<file path="src/design/ujse_pkg.sv">
// Shared types, codes and character helpers of the JSON string escaper.
`default_nettype none
package ujse_pkg;

	typedef struct packed {
		logic       cmd;
		logic [7:0] data_byte;
	} ujse_in_t;

	typedef struct packed {
		logic [7:0] out_char;
		logic       last;
		logic       error;
	} ujse_out_t;

	localparam logic [2:0] JOB_NONE = 3'd0;
	localparam logic [2:0] JOB_ERR  = 3'd1;
	localparam logic [2:0] JOB_CHAR = 3'd2;
	localparam logic [2:0] JOB_ESC2 = 3'd3;
	localparam logic [2:0] JOB_U1   = 3'd4;
	localparam logic [2:0] JOB_U2   = 3'd5;

	localparam logic       CMD_DATA = 1'b0;
	localparam logic       CMD_END  = 1'b1;

	localparam logic [7:0] CH_QUOTE = 8'h22;
	localparam logic [7:0] CH_BSL   = 8'h5c;
	localparam logic [7:0] CH_U     = 8'h75;

	// One decoded item waiting for the back end to spell it out.
	typedef struct packed {
		logic        quote;
		logic [2:0]  kind;
		logic [7:0]  ch;
		logic [15:0] hi;
		logic [15:0] lo;
	} ujse_job_t;

	function automatic logic [7:0] hex_char(input logic [3:0] n);
		logic [7:0] r;
		if (n < 4'd10) begin
			r = 8'h30 + {4'h0, n};
		end else begin
			r = 8'h57 + {4'h0, n};
		end
		return r;
	endfunction

	function automatic logic [3:0] body_len(input logic [2:0] kind);
		logic [3:0] r;
		case (kind)
			JOB_ERR:  r = 4'd1;
			JOB_CHAR: r = 4'd1;
			JOB_ESC2: r = 4'd2;
			JOB_U1:   r = 4'd6;
			JOB_U2:   r = 4'd12;
			default:  r = 4'd0;
		endcase
		return r;
	endfunction

	function automatic logic [7:0] body_char(input ujse_job_t job, input logic [3:0] idx);
		logic        sel;
		logic [3:0]  k;
		logic [15:0] v;
		logic [7:0]  r;
		sel = (idx >= 4'd6);
		k   = sel ? (idx - 4'd6) : idx;
		v   = sel ? job.lo : job.hi;
		case (k)
			4'd0:    r = CH_BSL;
			4'd1:    r = CH_U;
			4'd2:    r = hex_char(v[15:12]);
			4'd3:    r = hex_char(v[11:8]);
			4'd4:    r = hex_char(v[7:4]);
			default: r = hex_char(v[3:0]);
		endcase
		case (job.kind)
			JOB_ERR:  r = 8'h00;
			JOB_CHAR: r = job.ch;
			JOB_ESC2: r = (idx == 4'd0) ? CH_BSL : job.ch;
			default:  r = r;
		endcase
		return r;
	endfunction

endpackage
`default_nettype wire

</file>
<file path="src/design/ujse_front.sv">
// Front end: UTF-8 decode and classification of each accepted byte into a job.
`default_nettype none
module ujse_front
	import ujse_pkg::*;
(
	input  wire logic      clk,
	input  wire logic      arst_n,
	input  wire logic      accept,
	input  wire ujse_in_t  item,
	output logic           job_valid,
	output ujse_job_t      job
);

	logic        in_string_q, discarding_q;
	logic [1:0]  pending_q, seq_len_q;
	logic [20:0] cp_q;

	logic        in_string_n, discarding_n;
	logic [1:0]  pending_n, seq_len_n;
	logic [20:0] cp_n;

	logic [7:0]  b;
	logic [20:0] cp_shift;
	logic [19:0] cp_off;
	logic        fail;

	assign b        = item.data_byte;
	assign cp_shift = {cp_q[14:0], b[5:0]};
	assign cp_off   = cp_shift[19:0] - 20'h10000;

	always_comb begin
		in_string_n  = in_string_q;
		discarding_n = discarding_q;
		pending_n    = pending_q;
		seq_len_n    = seq_len_q;
		cp_n         = cp_q;
		fail         = 1'b0;
		job          = '0;
		job.kind     = JOB_NONE;
		if (item.cmd == CMD_END) begin
			in_string_n  = 1'b0;
			discarding_n = 1'b0;
			pending_n    = 2'd0;
			seq_len_n    = 2'd0;
			cp_n         = '0;
			if (discarding_q) begin
				job.kind = JOB_NONE;
			end else if (pending_q != 2'd0) begin
				job.kind = JOB_ERR;
			end else begin
				job.quote = !in_string_q;
				job.kind  = JOB_CHAR;
				job.ch    = CH_QUOTE;
			end
		end else if (!discarding_q) begin
			in_string_n = 1'b1;
			job.quote   = !in_string_q;
			if (pending_q != 2'd0) begin
				if (b[7:6] != 2'b10) begin
					fail = 1'b1;
				end else begin
					cp_n      = cp_shift;
					pending_n = pending_q - 2'd1;
					if (pending_q == 2'd1) begin
						if ((seq_len_q == 2'd1 && cp_shift < 21'h80) ||
							(seq_len_q == 2'd2 && cp_shift < 21'h800) ||
							(seq_len_q == 2'd3 && cp_shift < 21'h10000) ||
							cp_shift > 21'h10ffff) begin
							fail = 1'b1;
						end else if (cp_shift > 21'h00ffff) begin
							job.kind = JOB_U2;
							job.hi   = {6'b110110, cp_off[19:10]};
							job.lo   = {6'b110111, cp_off[9:0]};
						end else begin
							job.kind = JOB_U1;
							job.hi   = cp_shift[15:0];
						end
						seq_len_n = 2'd0;
						cp_n      = '0;
					end
				end
			end else begin
				job.ch = b;
				case (b)
					8'h22, 8'h5c: job.kind = JOB_ESC2;
					8'h08: begin job.kind = JOB_ESC2; job.ch = 8'h62; end
					8'h0c: begin job.kind = JOB_ESC2; job.ch = 8'h66; end
					8'h0a: begin job.kind = JOB_ESC2; job.ch = 8'h6e; end
					8'h0d: begin job.kind = JOB_ESC2; job.ch = 8'h72; end
					8'h09: begin job.kind = JOB_ESC2; job.ch = 8'h74; end
					default: begin
						if (b < 8'h20 || b == 8'h7f) begin
							job.kind = JOB_U1;
							job.hi   = {8'h00, b};
						end else if (b < 8'h80) begin
							job.kind = JOB_CHAR;
						end else if (b < 8'hc2 || b > 8'hf4) begin
							fail = 1'b1;
						end else if (b >= 8'hf0) begin
							cp_n      = {18'd0, b[2:0]};
							pending_n = 2'd3;
							seq_len_n = 2'd3;
						end else if (b >= 8'he0) begin
							cp_n      = {17'd0, b[3:0]};
							pending_n = 2'd2;
							seq_len_n = 2'd2;
						end else begin
							cp_n      = {16'd0, b[4:0]};
							pending_n = 2'd1;
							seq_len_n = 2'd1;
						end
					end
				endcase
			end
			if (fail) begin
				job          = '0;
				job.kind     = JOB_ERR;
				discarding_n = 1'b1;
				pending_n    = 2'd0;
				seq_len_n    = 2'd0;
				cp_n         = '0;
			end
		end
		job_valid = accept && (job.quote || job.kind != JOB_NONE);
	end

	always_ff @(posedge clk or negedge arst_n) begin
		if (!arst_n) begin
			in_string_q  <= 1'b0;
			discarding_q <= 1'b0;
			pending_q    <= 2'd0;
			seq_len_q    <= 2'd0;
			cp_q         <= '0;
		end else if (accept) begin
			in_string_q  <= in_string_n;
			discarding_q <= discarding_n;
			pending_q    <= pending_n;
			seq_len_q    <= seq_len_n;
			cp_q         <= cp_n;
		end
	end

endmodule
`default_nettype wire

</file>
<file path="src/design/ujse_fifo.sv">
// Short job queue between the decoding front end and the spelling back end.
`default_nettype none
module ujse_fifo
	import ujse_pkg::*;
#(
	parameter int DEPTH = 4
) (
	input  wire logic      clk,
	input  wire logic      arst_n,
	input  wire logic      wr,
	input  wire ujse_job_t wr_job,
	output logic           full,
	input  wire logic      rd,
	output ujse_job_t      head,
	output logic           empty
);

	localparam int AW = (DEPTH > 1) ? $clog2(DEPTH) : 1;
	localparam int CW = $clog2(DEPTH + 1);
	localparam logic [AW-1:0] LAST_IDX = AW'(DEPTH - 1);
	localparam logic [CW-1:0] FULL_CNT = CW'(DEPTH);

	ujse_job_t     slot_q [DEPTH];
	logic [AW-1:0] wptr_q, rptr_q;
	logic [CW-1:0] count_q;

	assign full  = (count_q == FULL_CNT);
	assign empty = (count_q == '0);
	assign head  = slot_q[rptr_q];

	always_ff @(posedge clk) begin
		if (wr) begin
			slot_q[wptr_q] <= wr_job;
		end
	end

	always_ff @(posedge clk or negedge arst_n) begin
		if (!arst_n) begin
			wptr_q  <= '0;
			rptr_q  <= '0;
			count_q <= '0;
		end else begin
			if (wr) begin
				wptr_q <= (wptr_q == LAST_IDX) ? '0 : wptr_q + AW'(1);
			end
			if (rd) begin
				rptr_q <= (rptr_q == LAST_IDX) ? '0 : rptr_q + AW'(1);
			end
			case ({wr, rd})
				2'b10:   count_q <= count_q + CW'(1);
				2'b01:   count_q <= count_q - CW'(1);
				default: count_q <= count_q;
			endcase
		end
	end

endmodule
`default_nettype wire

</file>
<file path="src/design/ujse_back.sv">
// Back end: spells a job into the result register, one character per cycle unless pop stalls.
`default_nettype none
module ujse_back
	import ujse_pkg::*;
(
	input  wire logic      clk,
	input  wire logic      arst_n,
	input  wire ujse_job_t head,
	input  wire logic      head_empty,
	output logic           head_pop,
	input  wire logic      pop,
	output logic           empty,
	output ujse_out_t      result
);

	logic       qdone_q;
	logic [3:0] idx_q;
	logic       out_valid_q;
	ujse_out_t  out_q;

	logic       load;
	logic       send_quote;
	logic [3:0] len;
	ujse_out_t  nxt;

	assign len        = body_len(head.kind);
	assign load       = !head_empty && (!out_valid_q || pop);
	assign send_quote = head.quote && !qdone_q;

	always_comb begin
		if (send_quote) begin
			nxt.out_char = CH_QUOTE;
			nxt.last     = (len == 4'd0);
			nxt.error    = 1'b0;
		end else begin
			nxt.out_char = body_char(head, idx_q);
			nxt.last     = (idx_q == len - 4'd1);
			nxt.error    = (head.kind == JOB_ERR);
		end
	end

	assign head_pop = load && nxt.last;
	assign empty    = !out_valid_q;
	assign result   = out_q;

	always_ff @(posedge clk or negedge arst_n) begin
		if (!arst_n) begin
			qdone_q     <= 1'b0;
			idx_q       <= 4'd0;
			out_valid_q <= 1'b0;
		end else begin
			if (load) begin
				out_valid_q <= 1'b1;
				if (nxt.last) begin
					qdone_q <= 1'b0;
					idx_q   <= 4'd0;
				end else if (send_quote) begin
					qdone_q <= 1'b1;
				end else begin
					idx_q <= idx_q + 4'd1;
				end
			end else if (pop) begin
				out_valid_q <= 1'b0;
			end
		end
	end

	always_ff @(posedge clk) begin
		if (load) begin
			out_q <= nxt;
		end
	end

endmodule
`default_nettype wire

</file>
<file path="src/design/utf8_json_string_escaper.sv">
// Top level of the UTF-8 checking JSON string escaper.
`default_nettype none
// The escaper takes a string as a stream of bytes, each item carrying either a
// data byte or an end-of-string command, and returns the quoted JSON text of
// the string in pure ASCII, one character per result transfer, with last set
// on the final character caused by each input item. Quote and backslash are
// escaped with a backslash, the usual control characters get short escapes,
// other control bytes and 127 become a lower-case \u00xx, and multi-byte UTF-8
// is decoded, validated and sent as \uxxxx or as a surrogate pair. Invalid
// UTF-8 produces a single result with error set and out_char zero, after which
// bytes are dropped until the end command. A front end decodes each input
// transfer combinationally and places a job in a queue of FIFO_DEPTH entries;
// a back end spells each job out at one character per cycle, unless pop
// stalls, into a result register. Input is taken every cycle while the queue
// has room, so plain bytes flow at one per cycle while results are popped; a
// byte that expands to n characters (up to twelve, including any opening quote)
// holds the back end until all n are spelled, which sets the sustained rate.
// There is no clearing pass after reset; the block is ready at once.
module utf8_json_string_escaper
	import ujse_pkg::*;
#(
	parameter int FIFO_DEPTH = 4
) (
	input  wire logic      clk,
	input  wire logic      arst_n,
	input  wire logic      push,
	output logic           full,
	input  wire ujse_in_t  item,
	input  wire logic      pop,
	output logic           empty,
	output ujse_out_t      result
);

	logic      accept;
	logic      job_valid;
	ujse_job_t job;
	ujse_job_t head;
	logic      head_empty;
	logic      head_pop;

	// An input transfer is decoded and its job queued in the same cycle.
	assign accept = push && !full;

	ujse_front u_front (
		.clk       (clk),
		.arst_n    (arst_n),
		.accept    (accept),
		.item      (item),
		.job_valid (job_valid),
		.job       (job)
	);

	ujse_fifo #(
		.DEPTH (FIFO_DEPTH)
	) u_fifo (
		.clk    (clk),
		.arst_n (arst_n),
		.wr     (job_valid),
		.wr_job (job),
		.full   (full),
		.rd     (head_pop),
		.head   (head),
		.empty  (head_empty)
	);

	// The back end reads the queue head in place and releases it as the
	// job's final character moves into the result register.
	ujse_back u_back (
		.clk        (clk),
		.arst_n     (arst_n),
		.head       (head),
		.head_empty (head_empty),
		.head_pop   (head_pop),
		.pop        (pop),
		.empty      (empty),
		.result     (result)
	);

endmodule
`default_nettype wire
</file>
<file path="config.mk">
export PLATFORM = sky130hd
export DESIGN_NAME = utf8_json_string_escaper
export DESIGN_NICKNAME = d
export VERILOG_FILES = /design/src/design/ujse_pkg.sv /design/src/design/ujse_front.sv /design/src/design/ujse_fifo.sv /design/src/design/ujse_back.sv /design/src/design/utf8_json_string_escaper.sv
export SDC_FILE = /design/constraint.sdc
export NUM_CORES = 1
export LEC_CHECK = 0
export ABC_CLOCK_PERIOD_IN_PS = 6850
export BUFFER_PORTS_ARGS = -buffer_cell sky130_fd_sc_hd__buf_2
export CORE_MARGIN = 8
export CORE_UTILIZATION = 65
export DETAILED_ROUTE_END_ITERATION = 10
export PLACE_DENSITY = 0.83
export SETUP_SLACK_MARGIN = 0.1
export SLEW_MARGIN = 20
export SYNTH_ARGS = -nofsm -noshare
export SYNTH_HDL_FRONTEND = slang
export SYNTH_SLANG_ARGS = --single-unit
</file>
<file path="constraint.sdc">
create_clock -name clk -period 6.85 [get_ports clk]
set_input_delay 0 -clock clk [delete_from_list [all_inputs] [get_ports clk]]
set_output_delay 0 -clock clk [all_outputs]
set_load 0.03 [all_outputs]
</file>
==> flow_metrics.tcl, run 1 <==
set metrics [dict create \
    synth_commonest_cells "edfxtp_1 (166), nor2_1 (62), nand2_1 (60), mux4_2 (38), dfrtp_1 (34)" \
    dpl_worst_slack_ns 2.467 \
    drv_cap 0 \
    grt_pass1_wl_um 32330 \
    die_width_um 136.6 \
    yosysTopAreaCell "edfxtp_1" \
    slew_headroom_pct 28.12 \
    tns_ns 0 \
    gp_congestion 0.9330 \
    grt_max_degree 45 \
    synth-edff-count 166 \
    cts_buffers 17 \
    clock_sinks 200 \
    finalWorstSetupSlack_ns 2.444 \
    dieArea_sq_um 18650 \
    reg2reg_depth 16 \
    first_pass_iters 7 \
    crit_required_ns 7.22 \
    synth-main-ff-cell "edfxtp_1" \
    detail-route-antenna-nets 0 \
    p_leak_nw 3.680 \
    hold_viol 0 \
    cts_max_level 4 \
    setup_viol 0 \
    drive_above_1_share_pct 17.54 \
    dieHeight_um 136.6 \
    clk_pin_slew_worst_paths_ns 0.07 \
    ys_types 73 \
    hold_depth 3 \
    register_area_sq_um 5837 \
    fillCellCount 917 \
    fin_crit_ns 4.406 \
    vdd_drop_max_mv 0.2013 \
    start_util_pct 65.76 \
    clk_latency_ns 0.45 \
    row_count 44 \
    cts_tree "yes" \
    syn_area_sq_um 9449 \
    post-synth-top-count-cell "edfxtp_1" \
    finalNetCount 741 \
    arrival_ns 4.77 \
    ys_ff_latch 200 \
    n_antenna_cell 0 \
    report.final.slew_viol_count 0 \
    fmax_ghz 0.2270 \
    busiest_layer "met2" \
    status "completed" \
    antenna_found_initial 0 \
    core_sq_um 14370 \
    crit_type "reg -> reg" \
    grtUsageMet2_pct 36.64 \
    io_buffers 24 \
    ys.warnings.count 0 \
    rsz0062_at_grt "no" \
    grt_pass1_vias 5906 \
    post_drt_wl_per_cell_um 22.82 \
    startpoint_type "flip-flop" \
    syn_inst 690 \
    synthTopCellsByArea "edfxtp_1 (53%), mux4_2 (9.1%), dfrtp_1 (9.0%)" \
    route.vias.total 6048 \
    cts-root-buf "clkbuf_16" \
    path_max_fanout 44 \
    drt_iter0_drc 708 \
    worst_pin_slew_ns 1.065 \
    grt.met3_usage_pct 5.250 \
    final_cells 908 \
    synth-async-reset-ratio_pct 17.00 \
    drt-total-wl_um 20720 \
    min_path_type "in -> reg" \
    timing.hold.ws_ns 0.02476 \
    grt_util_met1_pct 30.98 \
    synth_top_area_share_pct 52.75 \
    track_usage_pct 23.28 \
    syn_nets 720 \
    placedCellCount 869 \
    pwr_density_cell_nw_per_um2 435.0 \
    multiInputGateArea_sq_um 3361 \
    ios 25 \
    drc 0 \
    post_cts_buffers 0 \
    syn_avg_cell_area_sq_um 13.69 \
    dp_hpwl_um 13360 \
    fin_worst_skew_ns 0.01220 \
    cp-end-kind "flip-flop" \
    via_per_inst 6.661 \
    grt_overflow 0 \
    area_growth_pct 9.004 \
    cts_buffer_depth 2 \
    fin_crit_sh_pct 64.32 \
    ys_seq_area_share_pct 61.76 \
]
[metal layers]
metal  wire length [um]  share of wire (%)  vias up
met4                508                2.5        0
met3               1677                8.1       51
li1                   -                  -     2679
met2              10120                 49      327
met1               8411                 41     2991
met5                  0                  0        -
[per-stage QoR]
step	area, sq um	total power, mW	utilization (%)
finish	10300	4.480	71.68
CTS	10300	4.485	71.68
global route	10300	4.707	71.68
floorplan	9449	3.091	-
detailed placement	9664	3.510	67.26
global placement	9664	3.460	67.26
[worst max-delay path, cell delays in order (launching register included)]
cell       delay (ns)
dfrtp_2          0.34
buf_4            0.62
mux4_2           0.67
nor2b_1          0.28
a21oi_1          0.14
ha_1             0.30
xor2_1           0.18
o2111ai_2        0.21
nand2_1          0.20
nand2_1          0.16
inv_1            0.10
ha_1             0.18
inv_1            0.07
fa_1             0.44
xor2_1           0.15
nor2_1           0.13
xor2_1           0.16
[worst paths after layout]
| kind | slack [ns] | from | to |
|---|---|---|---|
| setup / recovery | 2.44 | u_fifo.rptr_q[0]$_DFFE_PN0P_ | u_fifo.count_q[2]$_DFFE_PN0P_ |
| setup reg to reg | 2.44 | u_fifo.rptr_q[0]$_DFFE_PN0P_ | u_fifo.count_q[2]$_DFFE_PN0P_ |
| min in group asynchronous | 0.20 | arst_n | u_back.idx_q[1]$_DFFE_PN0P_ |
| hold / removal | 0.02 | item[4] | u_front.seq_len_q[0]$_DFFE_PN0P_ |
| hold reg to reg | 0.54 | u_fifo.count_q[2]$_DFFE_PN0P_ | u_fifo.count_q[2]$_DFFE_PN0P_ |
| max in group asynchronous | 6.05 | arst_n | u_fifo.rptr_q[0]$_DFFE_PN0P_ |
[power by group]
part	leakage [nW]	switching [mW]	internal [mW]	total, mW
combinational	1.41	1.03	0.703	1.74
sequential	1.99	0.139	1.64	1.78
clock	0.274	0.455	0.510	0.965
total	3.68	1.63	2.85	4.48
[timing repair]
| item | CTS | global route |
|---|---|---|
| resized for setup | 0 | 0 |
| hold buffers | 7 | 0 |
| hold endpoints to repair | 41 | 0 |
[layout make-up]
| cell class | instances | share of cell area (%) |
|---|---|---|
| well taps | 184 | 2.235 |
| clock buffers | 18 | 4.167 |
| inverters | 25 | 0.9111 |
| flip-flops and latches | 200 | 56.67 |
| clock inverters | 14 | 1.324 |
| repair buffers | 34 | 2.065 |
| multi-input cells | 433 | 32.63 |
[layout by cell type (no fill, tap or decap), types with 8 or more instances in the layout]
master / n
xnor2_1: 9
xor2_1: 8
o21ai_0: 32
and2_1: 10
nor2_1: 62
nand2_1: 60
buf_2: 24
dfrtp_1: 33
ha_1: 16
clkbuf_16: 17
inv_1: 24
mux2i_1: 9
mux4_2: 38
edfxtp_1: 166
nor2b_1: 8
a21oi_1: 29
[registers in the layout, indices dropped and copies added (netlist names)]
register,flops
u_back.idx_q,4
u_back.qdone_q,1
u_front.pending_q,2
u_front.in_string_q,1
u_fifo.slot_q,156
u_back.out_valid_q,1
u_front.discarding_q,1
u_fifo.wptr_q,2
u_fifo.count_q,3
u_fifo.rptr_q,2
u_front.cp_q,15
u_front.seq_len_q,2
u_back.result,10
[kinds of logic after synthesis]
family / share of synthesized area [%]
adders and majority gates: 2.330
and+or+nand+nor: 11.27
DFF: 61.76
buffers and inverters: 2.728
AOI/OAI and AO/OA: 9.177
xor gates and xnor gates: 1.576
muxes: 11.16
No activity file was read; power rests on OpenSTA's default activity.
==> inputs of run 2 (changes only) <==
--- a/config.mk
+++ b/config.mk
@@ -5,12 +5,12 @@
 export SDC_FILE = /design/constraint.sdc
 export NUM_CORES = 1
 export LEC_CHECK = 0
-export ABC_CLOCK_PERIOD_IN_PS = 6850
+export ABC_CLOCK_PERIOD_IN_PS = 4600
 export BUFFER_PORTS_ARGS = -buffer_cell sky130_fd_sc_hd__buf_2
 export CORE_MARGIN = 8
-export CORE_UTILIZATION = 65
+export CORE_UTILIZATION = 62
 export DETAILED_ROUTE_END_ITERATION = 10
-export PLACE_DENSITY = 0.83
+export PLACE_DENSITY = 0.79
 export SETUP_SLACK_MARGIN = 0.1
 export SLEW_MARGIN = 20
 export SYNTH_ARGS = -nofsm -noshare
==> constraint.sdc (replaced) <==
create_clock -name clk -period 4.6 [get_ports clk]
set_input_delay 0 -clock clk [delete_from_list [all_inputs] [get_ports clk]]
set_output_delay 0 -clock clk [all_outputs]
set_load 0.03 [all_outputs]
==> run 2 against run 1 <==
  * Register-to-register slack worse by 1.8 ns
  * Routed wire length up 0.16%
  * Maximum frequency up 10%
  * Global-route usage is 1.4 points lower
  * Worst setup slack worse by 1.8 ns
  * Critical path depth fell by 1
  * Total power increased by 51%
==> flow_metrics.tcl, run 2 (synthesized netlist as in run 1, its figures left out) <==
set metrics [dict create \
    dieHeight_um 139.5 \
    fillCellCount 966 \
    fin_crit_sh_pct 87.05 \
    combPwrFrac_pct 38.3 \
    detail-route-antenna-nets 0 \
    ios 25 \
    area_growth_pct 9.838 \
    r2r_slack_ns 0.60 \
    largest_register_ffs 156 \
    timing.critical_path.slowest_cell_delay_ns 0.63 \
    finalNetCount 747 \
    pwr-share-clk_pct 22.2 \
    slew_headroom_pct 37.69 \
    final_common_cell "edfxtp_1" \
    cp_common_cell "xor2_1" \
    start_util_pct 62.85 \
    cts_buffer_depth 2 \
    startpoint_type "flip-flop" \
    timing.hold.ws_ns 0.02310 \
    fin_crit_ns 4.004 \
    clk_pin_slew_worst_paths_ns 0.08 \
    largest-register "u_fifo.slot_q" \
    p_leak_nw 3.726 \
    seqPwrFrac_pct 39.5 \
    drt-total-wl_um 20760 \
    cts_buffers 17 \
    first_pass_iters 5 \
    clk_latency_ns 0.43 \
    cts-root-buf "clkbuf_16" \
    crit_type "reg -> reg" \
    cts_max_level 4 \
    min_from "item[0]" \
    path_max_fanout 12 \
    rr_endpoint "u_fifo.count_q[2]$_DFFE_PN0P_" \
    io_buffers 24 \
    fmax_ghz 0.2497 \
    p_sw_mw 2.438 \
    drt_iter0_drc 626 \
    min_path_type "in -> reg" \
    ctsResizeCount 0 \
    crit_required_ns 4.95 \
    via_per_inst 6.505 \
    switching_share_pct 36.09 \
    drv_cap 0 \
    post_drt_wl_per_cell_um 22.61 \
    antenna_found_initial 0 \
    grt_max_degree 40 \
    hold_viol 0 \
    cp_slowest_cell "mux4_2" \
    track_usage_pct 21.86 \
    core_sq_um 15030 \
    worst_pin_slew_ns 0.9346 \
    dp_hpwl_um 13570 \
    pwr_density_cell_nw_per_um2 651.0 \
    clock_sinks 200 \
    gp_congestion 0.8318 \
    grt_pass1_vias 5884 \
    fin_worst_skew_ns 0.01760 \
    rsz0062_at_grt "no" \
    hold_end "u_front.cp_q[0]$_DFFE_PN0P_" \
    worstPathCellList "mux4_2 > nor2b_1 > a21oi_1 > ha_1 > xor2_1 > o2111ai_2 > nand2_1 > nand2_1 > inv_1 > ha_1 > inv_1 > fa_1 > xor2_1 > nor2_1 > xor2_1" \
    cp-end-kind "flip-flop" \
    grt_overflow 0 \
    route.vias.total 5972 \
    grt_pass1_wl_um 32650 \
    drive_above_1_share_pct 17.95 \
    register_area_sq_um 5837 \
    hold_depth 2 \
    arrival_ns 4.36 \
    cts_tree "yes" \
    multiInputGateArea_sq_um 3361 \
    report.final.slew_viol_count 0 \
    reg2reg_depth 15 \
    dieArea_sq_um 19450 \
    die_width_um 139.5 \
    timing.rr.start "u_fifo.rptr_q[0]$_DFFE_PN0P_" \
    status "completed" \
    final_cell_mix "edfxtp_1 (166), nor2_1 (62), nand2_1 (60), mux4_2 (38), dfrtp_1 (33)" \
    setup_viol 0 \
    n_antenna_cell 0 \
    vdd_drop_max_mv 0.4947 \
    internal-power_mw 4.318 \
    row_count 45 \
    drc 0 \
    tns_ns 0 \
]
run 2: through the flow:
step	area [sq um]	instances	setup WS (ns)	util [%]	power (mW)
after floorplan	9449	690	1.072	-	4.603
after CTS	10380	918	0.5867	69.04	6.773
final	10380	918	0.5957	69.04	6.756
after detailed placement	9714	879	0.6224	64.62	5.263
after global routing	10380	918	0.3808	69.04	7.115
after global placement	9714	879	0.7445	64.62	5.174
run 2: power by group through the flow:
| stage | Combinational [mW] | Sequential, mW | Clock [mW] |
|---|---|---|---|
| floorplan | 1.92 | 2.68 | 0 |
| global placement | 2.51 | 2.67 | 0 |
| detailed placement | 2.56 | 2.70 | 0 |
| CTS | 2.59 | 2.67 | 1.51 |
| global route | 2.83 | 2.71 | 1.58 |
| finish | 2.59 | 2.67 | 1.50 |
run 2: worst max-delay path by stage:
| stage | start | to | slack [ns] | cells after the start |
|---|---|---|---|---|
| after floorplan | u_fifo.rptr_q[0]$_DFFE_PN0P_ | u_fifo.count_q[2]$_DFFE_PN0P_ | 1.07 | 16 |
| after global placement | u_fifo.rptr_q[0]$_DFFE_PN0P_ | u_fifo.count_q[2]$_DFFE_PN0P_ | 0.74 | 15 |
| after detailed placement | u_fifo.rptr_q[0]$_DFFE_PN0P_ | u_fifo.count_q[2]$_DFFE_PN0P_ | 0.62 | 15 |
| after CTS | u_fifo.rptr_q[0]$_DFFE_PN0P_ | u_fifo.count_q[2]$_DFFE_PN0P_ | 0.59 | 15 |
| after global routing | u_fifo.rptr_q[0]$_DFFE_PN0P_ | u_fifo.count_q[2]$_DFFE_PN0P_ | 0.38 | 15 |
| final | u_fifo.rptr_q[0]$_DFFE_PN0P_ | u_fifo.count_q[2]$_DFFE_PN0P_ | 0.60 | 15 |
run 2: worst max-delay path: cells and delay by family, from the launching register on:
| family | cells | cell delay, ns |
|---|---|---|
| DFF | 1 | 0.59 |
| xor gates and xnor gates | 3 | 0.50 |
| and+or+nand+nor | 4 | 0.76 |
| muxes | 1 | 0.63 |
| adders and majority gates | 3 | 0.93 |
| buffers and inverters | 2 | 0.19 |
| AOI/OAI and AO/OA | 2 | 0.34 |
run 2: metal layers:
layer  global-route usage (%)  up-vias  wire length (um)
met3                    3.865       34              1389
li1                         -     2691                 -
met5                        0        -                 0
met2                    35.82      262             10440
met1                    29.16     2985              8544
met4                    7.221        0               379
run 2: what timing repair did:
action,4_1_cts,5_1_grt
hold buffers,7,0
endpoints found under the hold margin,41,0
buffers inserted,0,0
run 2: cell type report:
type                       instances  share of cell area [%]
sequential                       200                   56.24
clock buffer                      19                   4.171
clock inverter                    13                   1.555
timing repair buffer              40                   2.483
tap                              188                   2.266
inverter                          25                  0.9042
multi-input combinational        433                   32.38
==> inputs of run 3 (changes only) <==
--- a/config.mk
+++ b/config.mk
@@ -8,11 +8,12 @@
 export ABC_CLOCK_PERIOD_IN_PS = 4600
 export BUFFER_PORTS_ARGS = -buffer_cell sky130_fd_sc_hd__buf_2
 export CORE_MARGIN = 8
-export CORE_UTILIZATION = 62
+export CORE_UTILIZATION = 63
 export DETAILED_ROUTE_END_ITERATION = 10
-export PLACE_DENSITY = 0.79
+export PLACE_DENSITY = 0.8
 export SETUP_SLACK_MARGIN = 0.1
 export SLEW_MARGIN = 20
 export SYNTH_ARGS = -nofsm -noshare
 export SYNTH_HDL_FRONTEND = slang
+export SYNTH_HIERARCHICAL = 1
 export SYNTH_SLANG_ARGS = --single-unit
==> run 3 against run 2 <==
  * Hold slack worse by 0.012 ns
  * Register-to-register slack lost 0.13 ns
  * Core utilization rose by 1.3 points
  * Final cell count is 9.3% higher
  * Critical path type unchanged
  * Critical endpoint is now u_fifo/slot_q[0][22]$_DFFE_PP_
  * Largest cell class unchanged
  * Highest routed layer unchanged
==> flow_metrics.tcl, run 3 <==
set metrics [dict create \
    clk_latency_ns 0.49 \
    ys.warnings.count 6 \
    grt_max_degree 45 \
    cp-end-kind "flip-flop" \
    final_cell_mix "edfxtp_1 (186), nor2_1 (50), mux4_2 (38), a21oi_1 (33)" \
    synth-async-reset-ratio_pct 15.45 \
    io_buffers 24 \
    dieArea_sq_um 21250 \
    row_count 47 \
    final_common_cell "edfxtp_1" \
    timing.rr.start "u_front/cp_q[10]$_DFFE_PN0P_" \
    report.final.slew_viol_count 0 \
    arrival_ns 4.33 \
    dieHeight_um 145.8 \
    grt_pass1_wl_um 36520 \
    largest-register "u_fifo/slot_q" \
    finish.utilization_pct 70.35 \
    clk_pin_slew_worst_paths_ns 0.06 \
    drc 0 \
    syn_area_sq_um 10610 \
    fin_crit_sh_pct 89.95 \
    n_antenna_cell 0 \
    synth_top_area_share_pct 52.64 \
    ys_types 82 \
    largest_register_ffs 176 \
    vdd_drop_max_mv 0.3738 \
    cts_tree "yes" \
    slew_headroom_pct 40.89 \
    p_leak_nw 4.108 \
    path_max_fanout 28 \
    fmax_ghz 0.2417 \
    post_cts_buffers 0 \
    min_path_type "in -> reg" \
    post_drt_wl_per_cell_um 23.07 \
    grt_overflow 0 \
    drv_cap 0 \
    synth-main-ff-cell "edfxtp_1" \
    tns_ns 0 \
    cts_max_level 1 \
    fillCellCount 1033 \
    worstPathCellList "or4_4 > nand2_1 > a21oi_1 > or4_1 > or2_4 > a311o_1 > a31oi_1 > and2_2 > buf_12" \
    startpoint_type "flip-flop" \
    gp_congestion 0.9179 \
    detail-route-antenna-nets 0 \
    cp_slowest_cell "or4_1" \
    hold_viol 0 \
    synthTopCellsByArea "edfxtp_1 (53%), mux4_2 (8.1%), dfrtp_1 (8.0%)" \
    ys_seq_area_share_pct 60.66 \
    rsz0062_at_grt "no" \
    fin_worst_skew_ns 0.008423 \
    ys_ff_latch 220 \
    start_util_pct 64.21 \
    timing.critical_path.slowest_cell_delay_ns 0.72 \
    antenna_found_initial 0 \
    synth-edff-count 186 \
    crit_type "reg -> reg" \
    dp_hpwl_um 15010 \
    area_growth_pct 9.564 \
    route.vias.total 6616 \
    cts_buffer_depth 3 \
    die_width_um 145.8 \
    drt_iter0_drc 590 \
    track_usage_pct 21.61 \
    drt-total-wl_um 23140 \
    pwr_density_cell_nw_per_um2 653.3 \
    setup_viol 0 \
    cts_buffers 23 \
    r2r_slack_ns 0.46 \
    via_per_inst 6.596 \
    cp.buffers_inverters 1 \
    drive_above_1_share_pct 17.11 \
    grt_pass1_vias 6620 \
    clock_sinks 220 \
    post-synth-top-count-cell "edfxtp_1" \
    syn_inst 739 \
    min_from "item[4]" \
    core_sq_um 16520 \
    fin_crit_ns 4.138 \
    synth_commonest_cells "edfxtp_1 (186), nor2_1 (50), mux4_2 (38), dfrtp_1 (34), a21oi_1 (33)" \
    status "completed" \
    finalNetCount 797 \
    multiInputGateArea_sq_um 3756 \
    first_pass_iters 5 \
    yosysTopAreaCell "edfxtp_1" \
    cp_top_family "simple AND/OR/NAND/NOR gates" \
    cts-root-buf "clkbuf_16" \
    register_area_sq_um 6439 \
    crit_path_start "u_front/cp_q[10]$_DFFE_PN0P_" \
    crit_required_ns 4.79 \
    syn_avg_cell_area_sq_um 14.36 \
    syn_nets 767 \
    ios 25 \
    worst_pin_slew_ns 0.8867 \
]
run 3: cell types whose count changed after synthesis, moves of 6 or more:
cell | previous run | this run
buf_6 | 1 | 7
or3_1 | 2 | 9
a32o_1 | 2 | 13
nor2_1 | 62 | 50
o211ai_1 | 1 | 9
buf_2 | 7 | 13
nand2b_1 | 7 | 19
nor3_1 | 7 | 13
edfxtp_1 | 166 | 186
nand2_1 | 60 | 31
mux4_1 | 0 | 6
clkbuf_1 | 19 | 10
buf_4 | 1 | 7
run 3: final timing paths:
| check | end | cells past startpoint |
|---|---|---|
| max in group asynchronous | u_fifo/rptr_q[1]$_DFFE_PN0P_ | 2 |
| min in group asynchronous | u_back/idx_q[1]$_DFFE_PN0P_ | 2 |
| setup reg to reg | u_fifo/slot_q[0][22]$_DFFE_PP_ | 9 |
| hold reg to reg | u_fifo/count_q[2]$_DFFE_PN0P_ | 1 |
| hold / removal | u_front/pending_q[0]$_DFFE_PN0P_ | 3 |
| setup / recovery | u_fifo/slot_q[0][22]$_DFFE_PP_ | 9 |
run 3: per-layer routing:
metal	GRT usage, %	vias up	share of wire (%)
met5	0	-	0
met4	8.017	0	3.2
met3	3.545	63	6.5
met2	35.98	323	50
met1	28.13	3298	41
li1	-	2932	-
run 3: cell type report:
| class | count | area share (%) |
|---|---|---|
| multi-input combinational | 449 | 32.31 |
| inverter | 29 | 0.9364 |
| clock inverter | 11 | 0.5920 |
| tap | 220 | 2.368 |
| timing repair buffer | 46 | 3.121 |
| sequential | 220 | 55.39 |
| clock buffer | 28 | 5.285 |
run 3: worst min-delay path: stages:
cell	delay (ns)
buf_2	0.24
o31ai_2	0.12
o21ai_2	0.10
run 3: cell families (layout without fill, tap and decap cells):
group           count (synthesis)  count (layout)  synth area share [%]
simple gates                  196             196                 10.25
buf+inv                        70             114                 3.986
fa+ha+maj                      15              15                 1.840
mux                            60              60                 11.19
xor+xnor                       19              19                 1.568
other cells                     1               1               0.03534
compound gates                158             158                 10.47
flops                         220             220                 60.66
run 3: power by group:
group          switching, mW  internal [mW]
Clock                  0.714          0.948
Sequential             0.249           2.61
Combinational           1.82           1.25
run 3: stage by stage:
step	cell area [sq um]	std cells	power [mW]	hold WS (ns)	worst slack, ns
floorplan	10610	739	5.219	-0.2956	0.4653
global placement	10830	953	5.768	0.1308	0.5865
detailed placement	10830	953	5.864	0.1745	0.5235
CTS	11620	1003	7.577	0.0005344	0.4944
global route	11620	1003	7.990	0.03026	0.3074
finish	11620	1003	7.594	0.01156	0.4623
run 3: repair_timing:
action,CTS,global route
hold buffers,11,0
endpoints found under the setup margin,0,0
hold endpoints to repair,46,0
gates resized for setup,0,0
